File: src/design/rpc_pkg.sv
// Package for the picture-unit register port.
// Holds the memory sizes, register and action codes, address constants and
// the command/status structs shared by the controller and the datapath.
package rpc_pkg;

    // Memory sizes
    localparam int NAME_BYTES    = 2048;
    localparam int PATTERN_BYTES = 8192;
    localparam int SPRITE_BYTES  = 256;
    localparam int NAME_AW       = $clog2(NAME_BYTES);
    localparam int PAT_AW        = $clog2(PATTERN_BYTES);
    localparam int SPR_AW        = $clog2(SPRITE_BYTES);

    // Last address of the power-up clearing sweep (largest memory)
    localparam logic [PAT_AW-1:0] CLEAR_LAST = PAT_AW'(PATTERN_BYTES - 1);

    // Action codes
    localparam logic [1:0] ACT_READ  = 2'd0;
    localparam logic [1:0] ACT_WRITE = 2'd1;
    localparam logic [1:0] ACT_LOAD  = 2'd2;

    // Register select codes (offset from 0x2000)
    localparam logic [2:0] REG_CTRL     = 3'd0;
    localparam logic [2:0] REG_MASK     = 3'd1;
    localparam logic [2:0] REG_STATUS   = 3'd2;
    localparam logic [2:0] REG_OAM_ADDR = 3'd3;
    localparam logic [2:0] REG_OAM_DATA = 3'd4;
    localparam logic [2:0] REG_SCROLL   = 3'd5;
    localparam logic [2:0] REG_ADDR     = 3'd6;
    localparam logic [2:0] REG_DATA     = 3'd7;

    // VRAM map and constants
    localparam logic [13:0] PAL_BASE     = 14'h3f00;
    localparam logic [7:0]  STATUS_FLAGS = 8'hc0;
    localparam logic [15:0] STEP_WIDE    = 16'd32;
    localparam logic [15:0] STEP_NARROW  = 16'd1;
    localparam int          CTRL_STEP_BIT = 2;

    // Source of the value used in the response cycle
    typedef logic [1:0] rsrc_t;
    localparam rsrc_t SRC_ZERO    = 2'd0;
    localparam rsrc_t SRC_SPRITE  = 2'd1;
    localparam rsrc_t SRC_PATTERN = 2'd2;
    localparam rsrc_t SRC_NAME    = 2'd3;

    // Controller to datapath
    typedef struct packed {
        logic              load_item;
        logic              execute;
        logic              respond;
        logic              clear_we;
        logic [PAT_AW-1:0] clear_addr;
    } rpc_cmd_t;

    // Datapath to controller
    typedef struct packed {
        logic out_busy;
    } rpc_status_t;

endpackage

File: src/design/rpc_ctrl.sv
// Controller for the picture-unit register port.
// Sequences the clearing sweep and each transfer; depends on rpc_pkg.
module rpc_ctrl
    import rpc_pkg::*;
(
    input  logic        clk,
    input  logic        rst_n,
    input  logic        in_valid,
    output logic        in_ready,
    input  rpc_status_t status,
    output rpc_cmd_t    cmd
);

    localparam logic [1:0] S_CLEAR = 2'd0;
    localparam logic [1:0] S_IDLE  = 2'd1;
    localparam logic [1:0] S_EXEC  = 2'd2;
    localparam logic [1:0] S_RESP  = 2'd3;

    logic [1:0]        state_reg, state_next;
    logic [PAT_AW-1:0] clear_cnt_reg, clear_cnt_next;

    // Next state and commands
    always_comb
    begin
        state_next     = state_reg;
        clear_cnt_next = clear_cnt_reg;
        cmd            = '0;
        in_ready       = 1'b0;
        case (state_reg)
            S_CLEAR:
            begin
                cmd.clear_we   = 1'b1;
                cmd.clear_addr = clear_cnt_reg;
                if (clear_cnt_reg == CLEAR_LAST)
                begin
                    state_next = S_IDLE;
                end
                else
                begin
                    clear_cnt_next = clear_cnt_reg + 1'b1;
                end
            end
            S_IDLE:
            begin
                in_ready = 1'b1;
                if (in_valid)
                begin
                    cmd.load_item = 1'b1;
                    state_next    = S_EXEC;
                end
            end
            S_EXEC:
            begin
                cmd.execute = 1'b1;
                state_next  = S_RESP;
            end
            S_RESP:
            begin
                // wait for the output slot to free up
                if (!status.out_busy)
                begin
                    cmd.respond = 1'b1;
                    state_next  = S_IDLE;
                end
            end
            default:
            begin
                state_next = S_CLEAR;
            end
        endcase
    end

    always_ff @(posedge clk or negedge rst_n)
    begin
        if (!rst_n)
        begin
            state_reg     <= S_CLEAR;
            clear_cnt_reg <= '0;
        end
        else
        begin
            state_reg     <= state_next;
            clear_cnt_reg <= clear_cnt_next;
        end
    end

`ifndef ASSERT_OFF
    // an accepted transfer always executes next
    a_accept_exec: assert property (@(posedge clk) disable iff (!rst_n)
        (in_valid && in_ready) |=> (state_reg == S_EXEC))
        else $error("accepted transfer did not execute");

    // nothing is accepted before the sweep has covered every address
    a_clear_done: assert property (@(posedge clk) disable iff (!rst_n)
        (state_reg == S_CLEAR && state_next == S_IDLE) |-> (clear_cnt_reg == CLEAR_LAST))
        else $error("clearing sweep ended early");

    // execute is followed by the response state
    a_exec_resp: assert property (@(posedge clk) disable iff (!rst_n)
        cmd.execute |=> (state_reg == S_RESP))
        else $error("execute not followed by response");
`endif

endmodule

File: config.mk
export PLATFORM = sky130hd
export DESIGN_NAME = rpc_ctrl
export DESIGN_NICKNAME = d
export VERILOG_FILES = /design/src/design/rpc_pkg.sv /design/src/design/rpc_ctrl.sv
export SDC_FILE = /design/constraint.sdc
export NUM_CORES = 1
export LEC_CHECK = 0
export BUFFER_PORTS_ARGS = -buffer_cell sky130_fd_sc_hd__buf_2
export CORE_ASPECT_RATIO = 1.1
export CORE_MARGIN = 5
export CORE_UTILIZATION = 49
export CTS_CLUSTER_DIAMETER = 200
export DETAILED_ROUTE_END_ITERATION = 7
export HOLD_SLACK_MARGIN = 0.15
export PLACE_DENSITY = 0.74
export SLEW_MARGIN = 30
export SYNTH_ARGS = -nofsm -noshare
export SYNTH_HDL_FRONTEND = slang
export SYNTH_SLANG_ARGS = --single-unit
File: constraint.sdc
create_clock -name clk -period 2.25 [get_ports clk]
set_input_delay 0.1125 -clock clk [delete_from_list [all_inputs] [get_ports clk]]
set_output_delay 0.1125 -clock clk [all_outputs]
set_load 0.05 [all_outputs]
# Word-level counts from Yosys, hierarchy flattened
# Index checks and enable logic that the tools add are counted.
# totals
reg_bits,15
input_bits,4
out_inout_bits,18
elab_cells,25
# classes
addsub,1
n_eq_ne,7
n_mux,11
bitwise,1
n_reduce_logical,3
# ops
operator,n
14-bit two-way mux,1
13-bit by 1-bit adder with 13-bit output (second input constant),1
13-bit equality test (second input constant),1
2-bit case mux with 4 select lines,1
1-bit two-way mux,6
2-bit two-way mux,3
2-bit != test (second input constant),3
2-bit equality test (second input constant),2
3-bit AND reduction,1
2-bit by 1-bit equality test with 1-bit output (second input constant),1
2-bit zero test,1
2-bit AND reduction,1
1-bit NOT,1

# Longest topological paths before layout
# logic_depth
word_depth,3
mapped_depth,6

# Worst setup path after synthesis
# OpenSTA, ideal clock, no wires.
# synth_timing
path_type,reg2reg
start,register state_reg[0]
end,register clear_cnt_reg[10]
setup_time_ns,0.125
arrival_time_ns,2.153
setup_slack_ns,-0.028
path_stages_with_launch,7
n_path_buf,0
period_less_slack_ns,2.278
cell_sequence,dfrtp_1 > inv_1 > ha_1 > inv_1 > nor4_2 > and3_1 > mux2_2
# synth_via
elab_chain_len,2
# synth_lines
element,line,source
start: declaration,rpc_ctrl.sv:19,"logic [1:0] state_reg, state_next;"
start signal: assignment,rpc_ctrl.sv:82,state_reg <= state_next;
2-bit zero test,rpc_ctrl.sv:29,case (state_reg)
2-bit AND reduction (no source line),n/a,
end signal: assignment,rpc_ctrl.sv:83,clear_cnt_reg <= clear_cnt_next;
end: declaration,rpc_ctrl.sv:20,"logic [PAT_AW-1:0] clear_cnt_reg, clear_cnt_next;"
# No other way between the ends.
# A chain may end at the register's enable or synchronous reset.

# Worst setup path in the final report
# layout_timing
start,register clear_cnt_reg[0]
end,register state_reg[1]
# layout_via
elab_chain_len,3
# layout_lines
element,line,source
13-bit equality test,rpc_ctrl.sv:34,if (clear_cnt_reg == CLEAR_LAST)
2-bit != test (no source line),n/a,
3-bit AND reduction (no source line),n/a,
# No other way between the ends.

==> run metrics <==
CP peak stage delay=just under 0.5 ns; half-perimeter wire length after detailed placement=around 1300 µm; VDD IR-drop max=roughly 0.75 mV; Hold WC Path Type=input port to register; total via count in the routed design=~700; initial antenna violation count=0; CTS tree=done; Max Cap Violations=0; Horiz. Die Dim=about 50 µm; All-Layer GR Usage=between 10% and 20%; floorplan row count=16; vias in the first global route=around 700; drt via density=approximately 5.3; final setup violation count=0; die outline height=approximately 55 µm; Bufs and invs on worst path=0; critical path data arrival time=2.09 ns; syn_nets=96; average size of a mapped cell=~10 µm²; net switching power figure=between 500 and 600 µW; port buffer count=21; Max Clock Skew=between 0.005 and 0.006 ns; number of nets at the end of the flow=about 120; GRT Residual Overflow=0; cells along the critical path=ha_1 > nand2_1 > o41ai_4 > nand2_2 > mux2_4; final cycle utilization of the critical path=a little over four fifths; maximum frequency from static timing analysis=roughly 520 MHz; data required time at the worst endpoint=between 2 and 2.5 ns; area of the placeable core=between 1500 and 2000 µm²; Leak=roughly 0.52 nW; largest net degree at the start of global routing=16; switching fraction of total power=between 40% and 50%; dominant delay contributor by cell family on the critical path=compound AO/OA/AOI/OAI gates; Int Power=607 µW; CTS H-tree lvls=1; Reg clk slew, reported paths=approximately 0.09 ns; crit path max fanout=6; smallest hold slack=between 0.2 and 0.25 ns; setup repair after global routing missed its margin=false; CTS-repair resized insts=0; Critical Path Sink Type=register; end of the worst register-to-register path=state_reg[1]$_DFFE_PN0P_; Synth-to-Final Area Change=19.0%; sequential fraction of design power=35.3%; launching element type of the critical path=register; actual transition at the worst max-transition pin=0.398 ns; number of standard cells after synthesis=between 80 and 90; clock buffer count from CTS=3; antenna diode count=0; launch instance of the worst min-delay path=status; insertion delay of the later-clocked pin in the worst-skew pair=between 0.2 and 0.3 ns; mapped cell area=between 800 and 900 µm²; Fillers=approximately 180; Final Slew Violations=0; Routed Wire Length=between 1500 and 2000 µm; worst reg2reg setup slack=about 0.34 ns; Max-slew headroom=approximately 73%; Distinct cells, synth=29; minimum clock period=roughly 1.9 ns; area enclosed by the die boundary=around 2800 µm²; end point of the most critical hold path=state_reg[0]$_DFFE_PN0P_; number of instances on the worst hold path=4; fraction of layout instances using a drive strength above 1=between 30% and 40%; final total negative setup slack=0 ns; pwr/cell area=approximately 1100 nW/µm²; I/O pin count=22; register area share after synthesis=approximately 42%; first-pass GRT wire length=around 3100 µm; Routability Congestion=between 0.8 and 0.9; remaining antenna violation count after routing=0; clock network fraction of design power=between 10% and 20%; number of violations reported at the end of detailed-routing iteration 0=1; average wire per cell in the routed design=13.7 µm; reg-to-reg startpoint=clear_cnt_reg[0]$_DFFE_PN0P_; starting density of the core=slightly above 50%; final-report hold violation count=0; combinational share of power=about 51%; Yosys Warn Count=0; detailed-route DRC error count=0; worst reg-to-reg path cell count=5; Yosys reg bits=15; number of clock sinks=15; root buffer cell=sky130_fd_sc_hd__clkbuf_4; Slowest cell on crit path=sky130_fd_sc_hd__o41ai_4; Crit. Startpoint=clear_cnt_reg[0]$_DFFE_PN0P_; status=finished clean; number of buffers between clock root and the deepest sink=2; type of the worst setup path=register to register; Largest register FFs=13; First-pass DRT Iterations=2
[Yosys cell counts]
master                      n  area (µm²)
sky130_fd_sc_hd__xor2_1     1        8.76
sky130_fd_sc_hd__mux2_2     2        22.5
sky130_fd_sc_hd__a22oi_1    1        7.51
sky130_fd_sc_hd__nor2b_1    1        6.26
sky130_fd_sc_hd__xnor2_1    5        43.8
sky130_fd_sc_hd__dfrtp_1   15         375
sky130_fd_sc_hd__or4_1      1        7.51
sky130_fd_sc_hd__and3_1     1        6.26
sky130_fd_sc_hd__nand3_4    1        17.5
sky130_fd_sc_hd__o41ai_4    1        27.5
sky130_fd_sc_hd__a21oi_1    2        10.0
sky130_fd_sc_hd__nand3_1    6        30.0
sky130_fd_sc_hd__a31o_2     1        8.76
sky130_fd_sc_hd__o21a_1     2        15.0
sky130_fd_sc_hd__nor3b_1    1        7.51
sky130_fd_sc_hd__nand2_1    5        18.8
sky130_fd_sc_hd__mux2i_1    1        10.0
sky130_fd_sc_hd__nor4_2     1        12.5
sky130_fd_sc_hd__nand2_2    1        6.26
sky130_fd_sc_hd__ha_1       5        62.6
sky130_fd_sc_hd__clkbuf_1   1        3.75
sky130_fd_sc_hd__mux2_4     1        15.0
sky130_fd_sc_hd__inv_1      7        26.3
sky130_fd_sc_hd__nand4_1    3        18.8
sky130_fd_sc_hd__o211ai_1   1        7.51
sky130_fd_sc_hd__and2_1    12        75.1
sky130_fd_sc_hd__nor2_1     3        11.3
sky130_fd_sc_hd__nor3_1     4        20.0
sky130_fd_sc_hd__or4_4      1        11.3
[placed cells by master (no fill, tap or decap), drive strengths merged]
master | Yosys | final
mux2i | 1 | 1
ha | 5 | 5
nor3 | 4 | 4
a21oi | 2 | 2
nand2 | 6 | 6
a22oi | 1 | 1
inv | 7 | 7
xnor2 | 5 | 5
nor3b | 1 | 1
nand4 | 3 | 3
nand3 | 7 | 7
and3 | 1 | 1
and2 | 12 | 12
a31o | 1 | 1
nor4 | 1 | 1
buf | 0 | 22
o41ai | 1 | 1
clkbuf | 1 | 4
dlygate4sd3 | 0 | 1
nor2 | 3 | 3
xor2 | 1 | 1
mux2 | 3 | 3
o21a | 2 | 2
nor2b | 1 | 1
dfrtp | 15 | 15
or4 | 2 | 2
o211ai | 1 | 1
[routing by layer]
metal | track usage [%] | share of wire, %
met5 | 0 | 0
met1 | 18.1 | 43
met3 | 2.45 | 5.8
met2 | 26.9 | 49
met4 | 8.09 | 2.3
[cells by family (layout without fill, tap and decap cells)]
family                   count (synthesis)  in the layout  synth area share, %
flip-flops                              15             15                 42.0
buffers and inverters                    8             34                 3.36
multiplexers                             4              4                 5.32
XOR/XNOR                                 6              6                 5.88
AND/OR/NAND/NOR                         41             41                 27.9
AO/OA/AOI/OAI                            8              8                 8.54
adder cells (fa/ha/maj)                  5              5                 7.00
[worst reg2reg max path, stage by stage (launching register included)]
cell	delay, ns
sky130_fd_sc_hd__dfrtp_1	0.44
sky130_fd_sc_hd__ha_1	0.23
sky130_fd_sc_hd__nand2_1	0.17
sky130_fd_sc_hd__o41ai_4	0.49
sky130_fd_sc_hd__nand2_2	0.14
sky130_fd_sc_hd__mux2_4	0.32
[power groups by stage]
stage | combinational, mW | clock [mW] | sequential [mW]
5_1_grt | 0.659 | 0.179 | 0.425
2_1_floorplan | 0.489 | 0 | 0.401
3_5_place_dp | 0.603 | 0 | 0.416
4_1_cts | 0.607 | 0.160 | 0.411
3_3_place_gp | 0.586 | 0 | 0.414
6_report | 0.596 | 0.159 | 0.413
[area by class of cell]
type | count | area (µm²) | share of cell area [%]
sequential | 15 | 375 | 35.3
clock buffer | 4 | 26.3 | 2.47
multi-input combinational | 64 | 490 | 46.1
tap | 18 | 22.5 | 2.12
timing repair buffer | 23 | 123 | 11.5
inverter | 7 | 26.3 | 2.47
[stage by stage]
step                      instances  setup WS [ns]  total power, mW  util [%]  cell area [µm²]
final                           131          0.342             1.17      60.4             1060
after global routing            131          0.209             1.26      60.4             1060
after CTS                       131          0.337             1.18      60.4             1060
after detailed placement        126          0.364             1.02      58.3             1030
after global placement          126          0.378            0.999      58.3             1030
after floorplan                  87          0.208            0.890         -              896
[worst max path at each step]
| stage | depth (start not counted) | to |
|---|---|---|
| after floorplan | 6 | clear_cnt_reg[10]$_DFFE_PN0P_ |
| after global placement | 5 | state_reg[1]$_DFFE_PN0P_ |
| after detailed placement | 5 | state_reg[1]$_DFFE_PN0P_ |
| after CTS | 5 | state_reg[1]$_DFFE_PN0P_ |
| after global routing | 5 | state_reg[1]$_DFFE_PN0P_ |
| final | 5 | state_reg[1]$_DFFE_PN0P_ |
[what timing repair did]
item | in CTS | in global routing
endpoints found under the hold margin | 15 | 0
buffers inserted | 0 | 0
hold buffers | 1 | 0
Power figures use the tool's default switching activity.
